### config.mk
export PLATFORM = sky130hd
export DESIGN_NAME = wiegand_transmitter_with_queue
export DESIGN_NICKNAME = d
export VERILOG_FILES = /design/src/sv/wtq_pkg.sv /design/src/sv/wtq_queue.sv /design/src/sv/wtq_core.sv /design/src/sv/wiegand_transmitter_with_queue.sv
export SDC_FILE = /design/constraint.sdc
export NUM_CORES = 1
export LEC_CHECK = 0
export BUFFER_PORTS_ARGS = -buffer_cell sky130_fd_sc_hd__buf_2
export CORE_ASPECT_RATIO = 1.25
export CORE_MARGIN = 10
export CORE_UTILIZATION = 38
export DETAILED_ROUTE_END_ITERATION = 10
export SLEW_MARGIN = 20
export SYNTH_ARGS = -nofsm -noshare
export SYNTH_HDL_FRONTEND = slang
export SYNTH_SLANG_ARGS = --single-unit
### constraint.sdc
create_clock -name clk -period 4.73 [get_ports clk]
set_input_delay 0.7095 -clock clk [delete_from_list [all_inputs] [get_ports clk]]
set_output_delay 0.7095 -clock clk [all_outputs]
set_load 0.005 [all_outputs]
### src/sv/wtq_pkg.sv
package wtq_pkg;

    // Field widths fixed by the item format.
    localparam int LEN_W       = 7;
    localparam int BYTES_W     = 8;
    localparam int BITS_W      = 64;
    localparam int TICK_W      = 20;
    localparam int CFG_INDEX_W = 8;
    localparam int BYTES_MAX   = BITS_W / 8;

    // Queue depth default; one slot always stays empty.
    localparam int QUEUE_DEPTH_DEF = 16;

    // Longest message that is accepted.
    localparam logic [LEN_W-1:0] MAX_BITS = 7'd64;

    // Timing register reset values.
    localparam logic [TICK_W-1:0] PULSE_TICKS_RST     = 20'd100;
    localparam logic [TICK_W-1:0] GAP_TICKS_RST       = 20'd1000;
    localparam logic [TICK_W-1:0] MSG_GAP_TICKS_RST   = 20'd20000;
    localparam logic [TICK_W-1:0] IDLE_POLL_TICKS_RST = 20'd2000;

    // Configuration register indexes.
    localparam logic [CFG_INDEX_W-1:0] CFG_PULSE_TICKS     = 8'd0;
    localparam logic [CFG_INDEX_W-1:0] CFG_GAP_TICKS       = 8'd1;
    localparam logic [CFG_INDEX_W-1:0] CFG_MSG_GAP_TICKS   = 8'd2;
    localparam logic [CFG_INDEX_W-1:0] CFG_IDLE_POLL_TICKS = 8'd3;

    // Item operation codes.
    localparam logic OP_TICK  = 1'b0;
    localparam logic OP_WRITE = 1'b1;

    typedef enum logic [2:0] {
        WS_NONE          = 3'd0,
        WS_QUEUED        = 3'd1,
        WS_TOO_MANY_BITS = 3'd2,
        WS_TOO_FEW_BYTES = 3'd3,
        WS_QUEUE_FULL    = 3'd4
    } write_status_t;

    typedef struct packed {
        logic [TICK_W-1:0] pulse;
        logic [TICK_W-1:0] gap;
        logic [TICK_W-1:0] msg_gap;
        logic [TICK_W-1:0] idle_poll;
    } timing_t;

    typedef struct packed {
        logic              push;
        logic              pop;
        logic [BITS_W-1:0] wr_bits;
        logic [LEN_W-1:0]  wr_len;
    } queue_req_t;

    typedef struct packed {
        logic              empty;
        logic              full;
        logic [BITS_W-1:0] rd_bits;
        logic [LEN_W-1:0]  rd_len;
    } queue_status_t;

    typedef struct packed {
        logic          d0;
        logic          d1;
        write_status_t status;
        logic          sending;
    } result_t;

endpackage

### src/sv/wtq_queue.sv
module wtq_queue
    import wtq_pkg::*;
#(
    parameter int QUEUE_DEPTH = QUEUE_DEPTH_DEF
)
(
    input  logic          clk,
    input  logic          rst_n,
    input  queue_req_t    req,
    output queue_status_t status
);

    localparam int PTR_W = $clog2(QUEUE_DEPTH);
    localparam int ENT_W = BITS_W + LEN_W;

    logic [ENT_W-1:0] mem [QUEUE_DEPTH];
    logic [ENT_W-1:0] rd_reg;
    logic [PTR_W-1:0] head_reg;
    logic [PTR_W-1:0] tail_reg;
    logic [PTR_W-1:0] head_inc;
    logic [PTR_W-1:0] tail_inc;
    logic [PTR_W-1:0] head_next;
    logic [PTR_W-1:0] tail_next;
    logic [ENT_W-1:0] wr_data;

    // Pointer increment with wrap at the queue depth.
    assign head_inc  = (head_reg == PTR_W'(QUEUE_DEPTH - 1)) ? '0 : head_reg + 1'b1;
    assign tail_inc  = (tail_reg == PTR_W'(QUEUE_DEPTH - 1)) ? '0 : tail_reg + 1'b1;
    assign head_next = req.push ? head_inc : head_reg;
    assign tail_next = req.pop  ? tail_inc : tail_reg;
    assign wr_data   = {req.wr_bits, req.wr_len};

    // Pointers.
    always_ff @(posedge clk or negedge rst_n)
    begin
        if (!rst_n)
        begin
            head_reg <= '0;
            tail_reg <= '0;
        end
        else
        begin
            head_reg <= head_next;
            tail_reg <= tail_next;
        end
    end

    // Storage; the read port always holds the entry at the next tail, and a
    // write to that same entry is forwarded.
    always_ff @(posedge clk)
    begin
        if (req.push)
        begin
            mem[head_reg] <= wr_data;
        end
        if (req.push && (head_reg == tail_next))
        begin
            rd_reg <= wr_data;
        end
        else
        begin
            rd_reg <= mem[tail_next];
        end
    end

    assign status.empty   = (head_reg == tail_reg);
    assign status.full    = (head_inc == tail_reg);
    assign status.rd_bits = rd_reg[ENT_W-1:LEN_W];
    assign status.rd_len  = rd_reg[LEN_W-1:0];

    // A message is never taken from an empty queue.
    assert property (@(posedge clk) disable iff (!rst_n) req.pop |-> !status.empty)
        else $error("queue popped while empty");

    // A message is never placed into a full queue.
    assert property (@(posedge clk) disable iff (!rst_n) req.push |-> !status.full)
        else $error("queue pushed while full");

    // A transfer into the queue leaves it non-empty.
    assert property (@(posedge clk) disable iff (!rst_n) req.push |=> !status.empty)
        else $error("queue empty after push");

    // Writes and ticks are separate items, so push and pop never coincide.
    assert property (@(posedge clk) disable iff (!rst_n) !(req.push && req.pop))
        else $error("push and pop in the same cycle");

endmodule

### src/sv/wtq_core.sv
module wtq_core
    import wtq_pkg::*;
(
    input  logic               clk,
    input  logic               rst_n,
    input  logic               item_en,
    input  logic               op,
    input  logic [LEN_W-1:0]   bit_count,
    input  logic [BYTES_W-1:0] byte_count,
    input  logic [BITS_W-1:0]  payload,
    input  timing_t            timing,
    input  queue_status_t      q_status,
    output queue_req_t         q_req,
    output result_t            result
);

    logic [BITS_W-1:0] bits_reg, bits_next;
    logic [LEN_W-1:0]  len_reg, len_next;
    logic [LEN_W-1:0]  pos_reg, pos_next;
    logic              pulse_reg, pulse_next;
    logic              one_reg, one_next;
    logic [TICK_W-1:0] cnt_reg, cnt_next;
    write_status_t     status;
    logic [BITS_W-1:0] masked;

    // Bytes at or beyond the byte count are taken as zero.
    always_comb
    begin
        for (int i = 0; i < BYTES_MAX; i++)
        begin
            masked[i*8 +: 8] = (byte_count > BYTES_W'(i)) ? payload[i*8 +: 8] : 8'h00;
        end
    end

    // Write checks.
    always_comb
    begin
        if (bit_count > MAX_BITS)
        begin
            status = WS_TOO_MANY_BITS;
        end
        else if (BYTES_W'(bit_count >> 3) > byte_count)
        begin
            status = WS_TOO_FEW_BYTES;
        end
        else if (q_status.full)
        begin
            status = WS_QUEUE_FULL;
        end
        else
        begin
            status = WS_QUEUED;
        end
    end

    // Queued writes push; ticks count down, then step the transmitter.
    always_comb
    begin
        logic [BITS_W-1:0] cur_bits;
        logic [LEN_W-1:0]  cur_len;
        logic [LEN_W-1:0]  cur_pos;
        logic [LEN_W-1:0]  pos_inc;

        bits_next     = bits_reg;
        len_next      = len_reg;
        pos_next      = pos_reg;
        pulse_next    = pulse_reg;
        one_next      = one_reg;
        cnt_next      = cnt_reg;
        q_req.push    = 1'b0;
        q_req.pop     = 1'b0;
        q_req.wr_bits = masked;
        q_req.wr_len  = bit_count;
        cur_bits      = bits_reg;
        cur_len       = len_reg;
        cur_pos       = pos_reg;
        pos_inc       = pos_reg + 1'b1;

        if (item_en && (op == OP_WRITE))
        begin
            q_req.push = (status == WS_QUEUED);
        end
        else if (item_en && (cnt_reg > TICK_W'(1)))
        begin
            cnt_next = cnt_reg - 1'b1;
        end
        else if (item_en)
        begin
            if ((len_reg == '0) && q_status.empty)
            begin
                // Idle with nothing queued: poll again later.
                cnt_next = timing.idle_poll;
            end
            else if ((len_reg == '0) && (q_status.rd_len == '0))
            begin
                // Zero-bit message is taken out and dropped.
                q_req.pop = 1'b1;
                bits_next = q_status.rd_bits;
                pos_next  = '0;
                cnt_next  = timing.idle_poll;
            end
            else if (pulse_reg)
            begin
                // End of a pulse: either a gap or the end of the message.
                pulse_next = 1'b0;
                if (pos_inc >= len_reg)
                begin
                    pos_next = '0;
                    len_next = '0;
                    cnt_next = timing.msg_gap;
                end
                else
                begin
                    pos_next = pos_inc;
                    cnt_next = timing.gap;
                end
            end
            else
            begin
                // Start a pulse, loading a new message first when idle.
                if (len_reg == '0)
                begin
                    q_req.pop = 1'b1;
                    cur_bits  = q_status.rd_bits;
                    cur_len   = q_status.rd_len;
                    cur_pos   = '0;
                end
                bits_next  = cur_bits;
                len_next   = cur_len;
                pos_next   = cur_pos;
                one_next   = cur_bits[cur_pos[5:0]];
                pulse_next = 1'b1;
                cnt_next   = timing.pulse;
            end
        end
    end

    // Transmitter state.
    always_ff @(posedge clk or negedge rst_n)
    begin
        if (!rst_n)
        begin
            bits_reg  <= '0;
            len_reg   <= '0;
            pos_reg   <= '0;
            pulse_reg <= 1'b0;
            one_reg   <= 1'b0;
            cnt_reg   <= TICK_W'(1);
        end
        else
        begin
            bits_reg  <= bits_next;
            len_reg   <= len_next;
            pos_reg   <= pos_next;
            pulse_reg <= pulse_next;
            one_reg   <= one_next;
            cnt_reg   <= cnt_next;
        end
    end

    // Line levels and status after this item.
    assign result.d0      = !(pulse_next && !one_next);
    assign result.d1      = !(pulse_next && one_next);
    assign result.status  = (op == OP_WRITE) ? status : WS_NONE;
    assign result.sending = (len_next != '0);

endmodule

### src/sv/wiegand_transmitter_with_queue.sv
// A result is registered: the input register takes the item at the transfer, and the result
// register takes its result when the item moves on, which a stalled output can delay.
// Throughput: one item per cycle while the output is not stalled; the transmitter step and
// the write checks are both combinational between the two registers.
// Reset (rst_n, asynchronous, active low) empties the queue, stops any message,
// restores the timing registers and arms the countdown to fire on the first tick.
module wiegand_transmitter_with_queue
    import wtq_pkg::*;
#(
    parameter int QUEUE_DEPTH = QUEUE_DEPTH_DEF
)
(
    input  logic                   clk,
    input  logic                   rst_n,
    input  logic                   in_valid,
    output logic                   in_stall,
    input  logic                   op,
    input  logic [LEN_W-1:0]       bit_count,
    input  logic [BYTES_W-1:0]     byte_count,
    input  logic [BITS_W-1:0]      payload,
    output logic                   out_valid,
    input  logic                   out_stall,
    output logic                   d0_level,
    output logic                   d1_level,
    output logic [2:0]             write_status,
    output logic                   sending,
    input  logic                   cfg_valid,
    output logic                   cfg_ready,
    input  logic [CFG_INDEX_W-1:0] cfg_index,
    input  logic [TICK_W-1:0]      cfg_data
);

    logic               s1_valid_reg;
    logic               s1_op_reg;
    logic [LEN_W-1:0]   s1_bits_reg;
    logic [BYTES_W-1:0] s1_bytes_reg;
    logic [BITS_W-1:0]  s1_payload_reg;
    logic               advance;
    logic               out_valid_reg;
    result_t            result_reg;
    result_t            result;
    timing_t            timing_reg;
    queue_req_t         q_req;
    queue_status_t      q_status;

    // The item in the input register moves on when the result register is free.
    assign advance   = s1_valid_reg && (!out_valid_reg || !out_stall);
    assign in_stall  = s1_valid_reg && !advance;
    assign cfg_ready = 1'b1;

    // Input register.
    always_ff @(posedge clk or negedge rst_n)
    begin
        if (!rst_n)
        begin
            s1_valid_reg <= 1'b0;
        end
        else if (!in_stall)
        begin
            s1_valid_reg <= in_valid;
        end
    end

    always_ff @(posedge clk)
    begin
        if (in_valid && !in_stall)
        begin
            s1_op_reg      <= op;
            s1_bits_reg    <= bit_count;
            s1_bytes_reg   <= byte_count;
            s1_payload_reg <= payload;
        end
    end

    // Timing registers; an index beyond the list is ignored.
    always_ff @(posedge clk or negedge rst_n)
    begin
        if (!rst_n)
        begin
            timing_reg.pulse     <= PULSE_TICKS_RST;
            timing_reg.gap       <= GAP_TICKS_RST;
            timing_reg.msg_gap   <= MSG_GAP_TICKS_RST;
            timing_reg.idle_poll <= IDLE_POLL_TICKS_RST;
        end
        else if (cfg_valid && cfg_ready)
        begin
            case (cfg_index)
                CFG_PULSE_TICKS:     timing_reg.pulse     <= cfg_data;
                CFG_GAP_TICKS:       timing_reg.gap       <= cfg_data;
                CFG_MSG_GAP_TICKS:   timing_reg.msg_gap   <= cfg_data;
                CFG_IDLE_POLL_TICKS: timing_reg.idle_poll <= cfg_data;
                default:             ;
            endcase
        end
    end

    wtq_queue #(
        .QUEUE_DEPTH (QUEUE_DEPTH)
    ) u_queue (
        .clk    (clk),
        .rst_n  (rst_n),
        .req    (q_req),
        .status (q_status)
    );

    wtq_core u_core (
        .clk        (clk),
        .rst_n      (rst_n),
        .item_en    (advance),
        .op         (s1_op_reg),
        .bit_count  (s1_bits_reg),
        .byte_count (s1_bytes_reg),
        .payload    (s1_payload_reg),
        .timing     (timing_reg),
        .q_status   (q_status),
        .q_req      (q_req),
        .result     (result)
    );

    // Result register; it holds while the output transfer is stalled.
    always_ff @(posedge clk or negedge rst_n)
    begin
        if (!rst_n)
        begin
            out_valid_reg <= 1'b0;
        end
        else if (!out_valid_reg || !out_stall)
        begin
            out_valid_reg <= advance;
        end
    end

    always_ff @(posedge clk)
    begin
        if (advance)
        begin
            result_reg <= result;
        end
    end

    assign out_valid    = out_valid_reg;
    assign d0_level     = result_reg.d0;
    assign d1_level     = result_reg.d1;
    assign write_status = result_reg.status;
    assign sending      = result_reg.sending;

endmodule
=== Word level (Yosys, flattened, before mapping) ===
Memories as Yosys holds them, arrays and structs flattened. A register that Yosys moved wholly into a read port is not among the register bits.
Index checks and enable logic that the tools add are counted.

* Equal/unequal tests: 10
* Reduce and logical (&&, ||, !) cells: 30
* Magnitude comparators: 13
* Add/sub/neg operators: 4
* Bitwise gates (word level): 3
* Muxes and demuxes: 71

{| class="wikitable"
|+ Operators with widths
! cell !! count
|-
| 2-to-1 mux 64 bit || 9
|-
| 2-to-1 mux 7 bit || 18
|-
| 2-to-1 mux 20 bit || 6
|-
| 2-to-1 mux 8 bit || 8
|-
| > comparator 8 x 3 -> 1 bit, second input constant || 4
|-
| 2-to-1 mux 1 bit || 23
|-
| > comparator 20 x 1 -> 1 bit, second input constant || 1
|-
| subtractor 20 x 1 -> 20 bit, second input constant || 1
|-
| == test 8 x 2 -> 1 bit, second input constant || 2
|-
| > comparator 8 x 1 -> 1 bit, second input constant || 2
|-
| > comparator 8 x 2 -> 1 bit, second input constant || 2
|-
| zero test 7 bit || 2
|-
| 2-to-1 mux 4 bit || 3
|-
| AND reduction 2 bit || 5
|-
| AND reduction 5 bit || 2
|-
| logical AND 1 bit || 9
|-
| 2-to-1 mux 3 bit || 3
|-
| adder 4 x 1 -> 4 bit, second input constant || 2
|-
| == test 4 bit || 2
|-
| == test 4 bit, second input constant || 2
|-
| == test 8 x 1 -> 1 bit, second input constant || 1
|-
| > comparator 4 x 8 -> 1 bit || 1
|-
| zero test 8 bit || 1
|-
| adder 7 x 1 -> 7 bit, second input constant || 1
|-
| 13 further kinds || 21
|}

* Memory bits (writable): 1,136
* Input port bits: 113
* Output and inout port bits: 9
* Register bits after elaboration: 276
* Logic and storage cells: 155
* Memories: 1

{| class="wikitable"
|+ Memories
! memory !! depth !! width !! read ports !! clocked after memory_dff !! write ports !! RTL line !! RTL
|-
| u_queue.mem || 16 || 71 || 1 || 1 || 1 || wtq_queue.sv:16 || <nowiki>logic [ENT_W-1:0] mem [QUEUE_DEPTH];</nowiki>
|}

=== Logic depth before layout (Yosys ltp) ===
* Depth after elaboration: 19
* Gate-level depth with buffers: 16
* Gate-level depth less buffers: 11

=== By module ===
Synthesis repeated with hierarchy kept, for this count alone.

* Cells, all modules: 2,751
* Area, all modules: 55,379.4 µm²

{| class="wikitable"
|+ Modules (own cells, without submodules)
! module !! seq. area each (µm²) !! times used !! cells an instance !! area an instance (µm²)
|-
| wtq_queue || 34,393.0 || 1 || 1,813 || 43,071.3
|-
| wtq_core || 2,503.7 || 1 || 668 || 6,582.6
|-
| wiegand_transmitter_with_queue || 4,659.5 || 1 || 270 || 5,725.5
|}

=== Worst setup path before layout ===
No wires, ideal clock.

* Kind: register to register
* Start point: register s1_bits_reg[3]
* End point: memory u_queue.mem[0][0] in the netlist's numbering, enable pin
* Path slack: 0.130 ns
* Stages on the path, launching flop included: 7
* Data required time: 4.293 ns
* Buffers on the path: 0
* Clock period less this slack: 4.600 ns
* Setup time: 0.437 ns
* Arrival time: 4.163 ns
* Path through: edfxtp_1 > or4_1 > o31ai_1 > nand2_1 > nor4b_1 > nor3b_1 > and2_1

* Longest elaborated chain between the ends: 7
* Elaborated cells between the ends (all ways): 8
* Those cells by class: order compare (2); eq/ne (1); mux (5)

{| class="wikitable"
|+ RTL lines
! element !! RTL line !! RTL
|-
| start: declaration || wiegand_transmitter_with_queue.sv:35 || <nowiki>logic [LEN_W-1:0] s1_bits_reg;</nowiki>
|-
| start signal: assignment || wiegand_transmitter_with_queue.sv:69 || <nowiki>s1_bits_reg <= bit_count;</nowiki>
|-
| > comparator 4 x 8 -> 1 bit || wtq_core.sv:42 || <nowiki>else if (BYTES_W'(bit_count >> 3) > byte_count)</nowiki>
|-
| 2-to-1 mux 3 bit || wtq_core.sv:42 ||
|-
| 2-to-1 mux 3 bit (*) || wtq_core.sv:38 || <nowiki>if (bit_count > MAX_BITS)</nowiki>
|-
| == test 3 x 1 -> 1 bit (*) || wtq_core.sv:81 || <nowiki>q_req.push = (status == WS_QUEUED);</nowiki>
|-
| 2-to-1 mux 1 bit (*) || wtq_core.sv:79 || <nowiki>if (item_en && (op == OP_WRITE))</nowiki>
|-
| 2-to-1 mux 1 bit (*) || wtq_queue.sv:52 || <nowiki>if (req.push)</nowiki>
|-
| 2-to-1 mux 1 bit (implied by the code) (*) || wtq_queue.sv:54 || <nowiki>mem[head_reg] <= wr_data;</nowiki>
|-
| end: declaration || wtq_queue.sv:16 ||
|}

Mark *: on every way between the ends. The rest lies on a longest branch, timed or not.

==> impl_results.md <==
* Syn_area_per_cell at 20.1 µm²
* Vias per inst at 5.40
* Fin. Hold Viols at 0
* Nets at 3111
* Clock share of power at 0.423
* Cts hold-fix bufs at 0
* Fin Setup TNS at 0 ns
* H-tree depth at 4
* Global-route wire length before repair at 194 mm
* EDFF count, synth at 1222
* Die H at 447 µm
* Core area at 145000 µm²
* Total CTS buffers at 143
* Synthesized instance count at 2758
* Max_cap viols at 0
* Max-slew violation count at 0
* Met2 Wirelength at 67.5 mm
* Gr usage total at 0.162
* Initial antenna violation count at 2
* Yosys top cell area share at 0.661
* Status: finished clean
* Initial cell density of the core at 0.383
* Clock skew at 0.0275 ns
* CP Data Arrival Time at 4.80 ns
* Ys Warns at 0
* Root buf cell: clkbuf_16
* Yosys cell types at 79
* #FFs+latches synth at 1416
* Sw power at 5590 µW
* Fin util at 0.440
* WL per Instance at 26.4 µm
* Worst-path clk slew at 0.06 ns
* DRC violations left at 0
* Post-layout min period at 4.14 ns
* Internal at 20400 µW
* Syn_nets at 2891
* Most common cell in the netlist: edfxtp_1
* Critical Path RT at 5.39 ns
* N_diodes at 0
* Synth area leaders: edfxtp_1 66%, mux4_2 15%, dfrtp_1 7.6%
* Antenna viol nets, final at 0
* Highest clock rate at 241 MHz
* Share of post-route cells with drive strength above 1 at 0.299
* Area Overhead vs Synth at 14.9%
* Logic pwr share at 0.035
* Rel. slew slack at 0.201
* Top routing layer in use: met4
* Power Density at 407 nW/µm²
* Synth cell count leaders: 1222 x edfxtp_1, 368 x mux4_2, 262 x nand2_1, 169 x dfrtp_1, 94 x clkbuf_1
* Final setup vio count at 0
* Final period util at 0.876
* Largest net degree at the start of global routing at 129
* Count of standard-cell rows at 156
* Metal3 WL at 6.52 mm
* Setup bufs post-CTS at 0
* Yosys top cell by area: edfxtp_1
* Cell area after synthesis at 55500 µm²
* Tightest Hold Check Type: input port to asynchronous set/reset pin
* CTS tree: done
* Ys async rst share at 0.134
* Overflow after GRT at 0
* Drt first pass iters at 6
* Routed wire length at 132 mm
* Max IR drop VDD at 0.000297 V
* Clock Latency Late Sink at 0.78 ns
* Routed via count at 26900
* Part of the Yosys area used for sequential elements at 0.748
* Number of gates resized after CTS at 0
* Setup CP Type: register to register
* Met1 Wirelength at 54.5 mm
* Critical path endpoint category: register
* Worst Path Max Fanout at 65
* Leakage power at 0.0211 µW
* Max reg flops at 1136
* DRT iter0 DRCs at 2335
* Vias in the first global route at 28000
* Worst slew pin tran at 1.20 ns
* Bufs on Longest Clock Path at 3
* Reg power frac at 0.542
* Die width at 362 µm
* RSZ-0062 raised after global routing: false
* Post-synth top flop: edfxtp_1
* Top Ports at 122
* Sw Ratio at 0.215
* GP Congestion at 0.808
* Post-DP HPWL at 75.5 mm
* Port Buffers at 120
* Type of origin of the critical path: register
* Num Clock Sinks at 1416
* Die area at 162000 µm²
## cells by family (layout without fill, tap and decap cells)
logic type / after synthesis / count (layout) / synth area share
AOI/OAI and AO/OA: 154 / 154 / 0.0185
DFF: 1416 / 1416 / 0.748
adders and majority gates: 20 / 20 / 0.00451
and+or+nand+nor: 509 / 509 / 0.0431
buffers and inverters: 164 / 500 / 0.0117
xor gates and xnor gates: 15 / 15 / 0.00237
other: 1 / 1 / 0.0000675
muxes: 479 / 479 / 0.171
## stage by stage
stage | instances | total power [µW] | hold WS [ns] | instance area [µm²] | setup slack, ns
2_1_floorplan | 2758 | 14800 | 0.414 | 55500 | 0.130
3_3_place_gp | 4729 | 15300 | 0.448 | 59300 | 0.650
3_5_place_dp | 4729 | 15300 | 0.451 | 59300 | 0.577
4_1_cts | 4990 | 26300 | 0.0368 | 63800 | 0.563
5_1_grt | 4990 | 26900 | 0.0655 | 63800 | 0.348
6_report | 4990 | 26000 | 0.0159 | 63800 | 0.586
## power groups by stage
| stage | logic, µW | clock network, µW | registers (µW) |
|---|---|---|---|
| after CTS | 918 | 11300 | 14100 |
| after floorplan | 505 | 0 | 14300 |
| after global routing | 984 | 11800 | 14100 |
| after detailed placement | 915 | 0 | 14400 |
| after global placement | 902 | 0 | 14400 |
| final | 899 | 11000 | 14100 |
## cell type report
type                       instances  area, µm²
multi-input combinational       1178      13400
inverter                          30        118
clock inverter                    77        748
clock buffer                     184       3820
sequential                      1416      41600
timing repair buffer             209       1790
tap                             1896       2370
fill                           12400      81200
## worst paths after layout
check | from | cells after the start | endpoint | slack [ns]
setup / recovery | register | 11 | u_core.bits_reg[38]$_DFFE_PN0P_ | 0.59
setup reg to reg | register | 11 | u_core.bits_reg[38]$_DFFE_PN0P_ | 0.59
min in group clk | payload[37] | 1 | s1_payload_reg[37]$_DFFE_PP_ | 0.10
hold / removal | rst_n | 1 | s1_valid_reg$_DFFE_PN0N_ | 0.02
hold reg to reg | u_core.bits_reg[37]$_DFFE_PN0P_ | 2 | u_core.bits_reg[37]$_DFFE_PN0P_ | 0.46
max in group asynchronous | rst_n | 2 | u_core.bits_reg[39]$_DFFE_PN0P_ | 3.72
## placed cells by master, fill, tap and decap left out, types with 5 or more instances in the layout
cell       instances
nor2_1            61
clkinv_2          22
o21ai_1            7
xnor2_1            8
nor2b_1           51
and2_4            13
buf_4             48
clkbuf_8           7
a21oi_1           27
a22oi_1            5
clkbuf_16        144
mux2_2            83
clkinv_1          27
or4_1              5
mux4_2           368
edfxtp_1        1222
a211oi_1           7
inv_6              6
o21ai_0           32
and2_1            20
clkinv_8           5
nand3_1           21
ha_1              20
a21o_1             6
clkbuf_1          33
dfstp_2           21
nand2b_1          11
inv_1             28
buf_2            119
a31oi_1           20
or3_1              7
nand2_1          262
xor2_1             7
buf_12            41
nor4_1             7
nor3_1            15
mux2i_1           25
bufinv_16          7
dfrtp_1          169
## worst max-delay path: stages (launching register included)
cell      delay, ns
dfxtp_4        0.61
mux4_1         0.59
mux2_2         0.28
or3b_1         0.40
a211oi_4       0.35
and2_1         0.33
inv_2          0.14
ha_1           0.23
or3_2          0.47
buf_4          0.31
nand2_1        0.18
nand2_1        0.06
## routing by layer
layer  global-route usage  vias to the layer above
li1                     -                    11600
met1                0.213                    14400
met2                0.277                      754
met3               0.0250                      163
met4               0.0486                        0
met5                    0                        -
No activity file was read; power rests on OpenSTA's default activity.
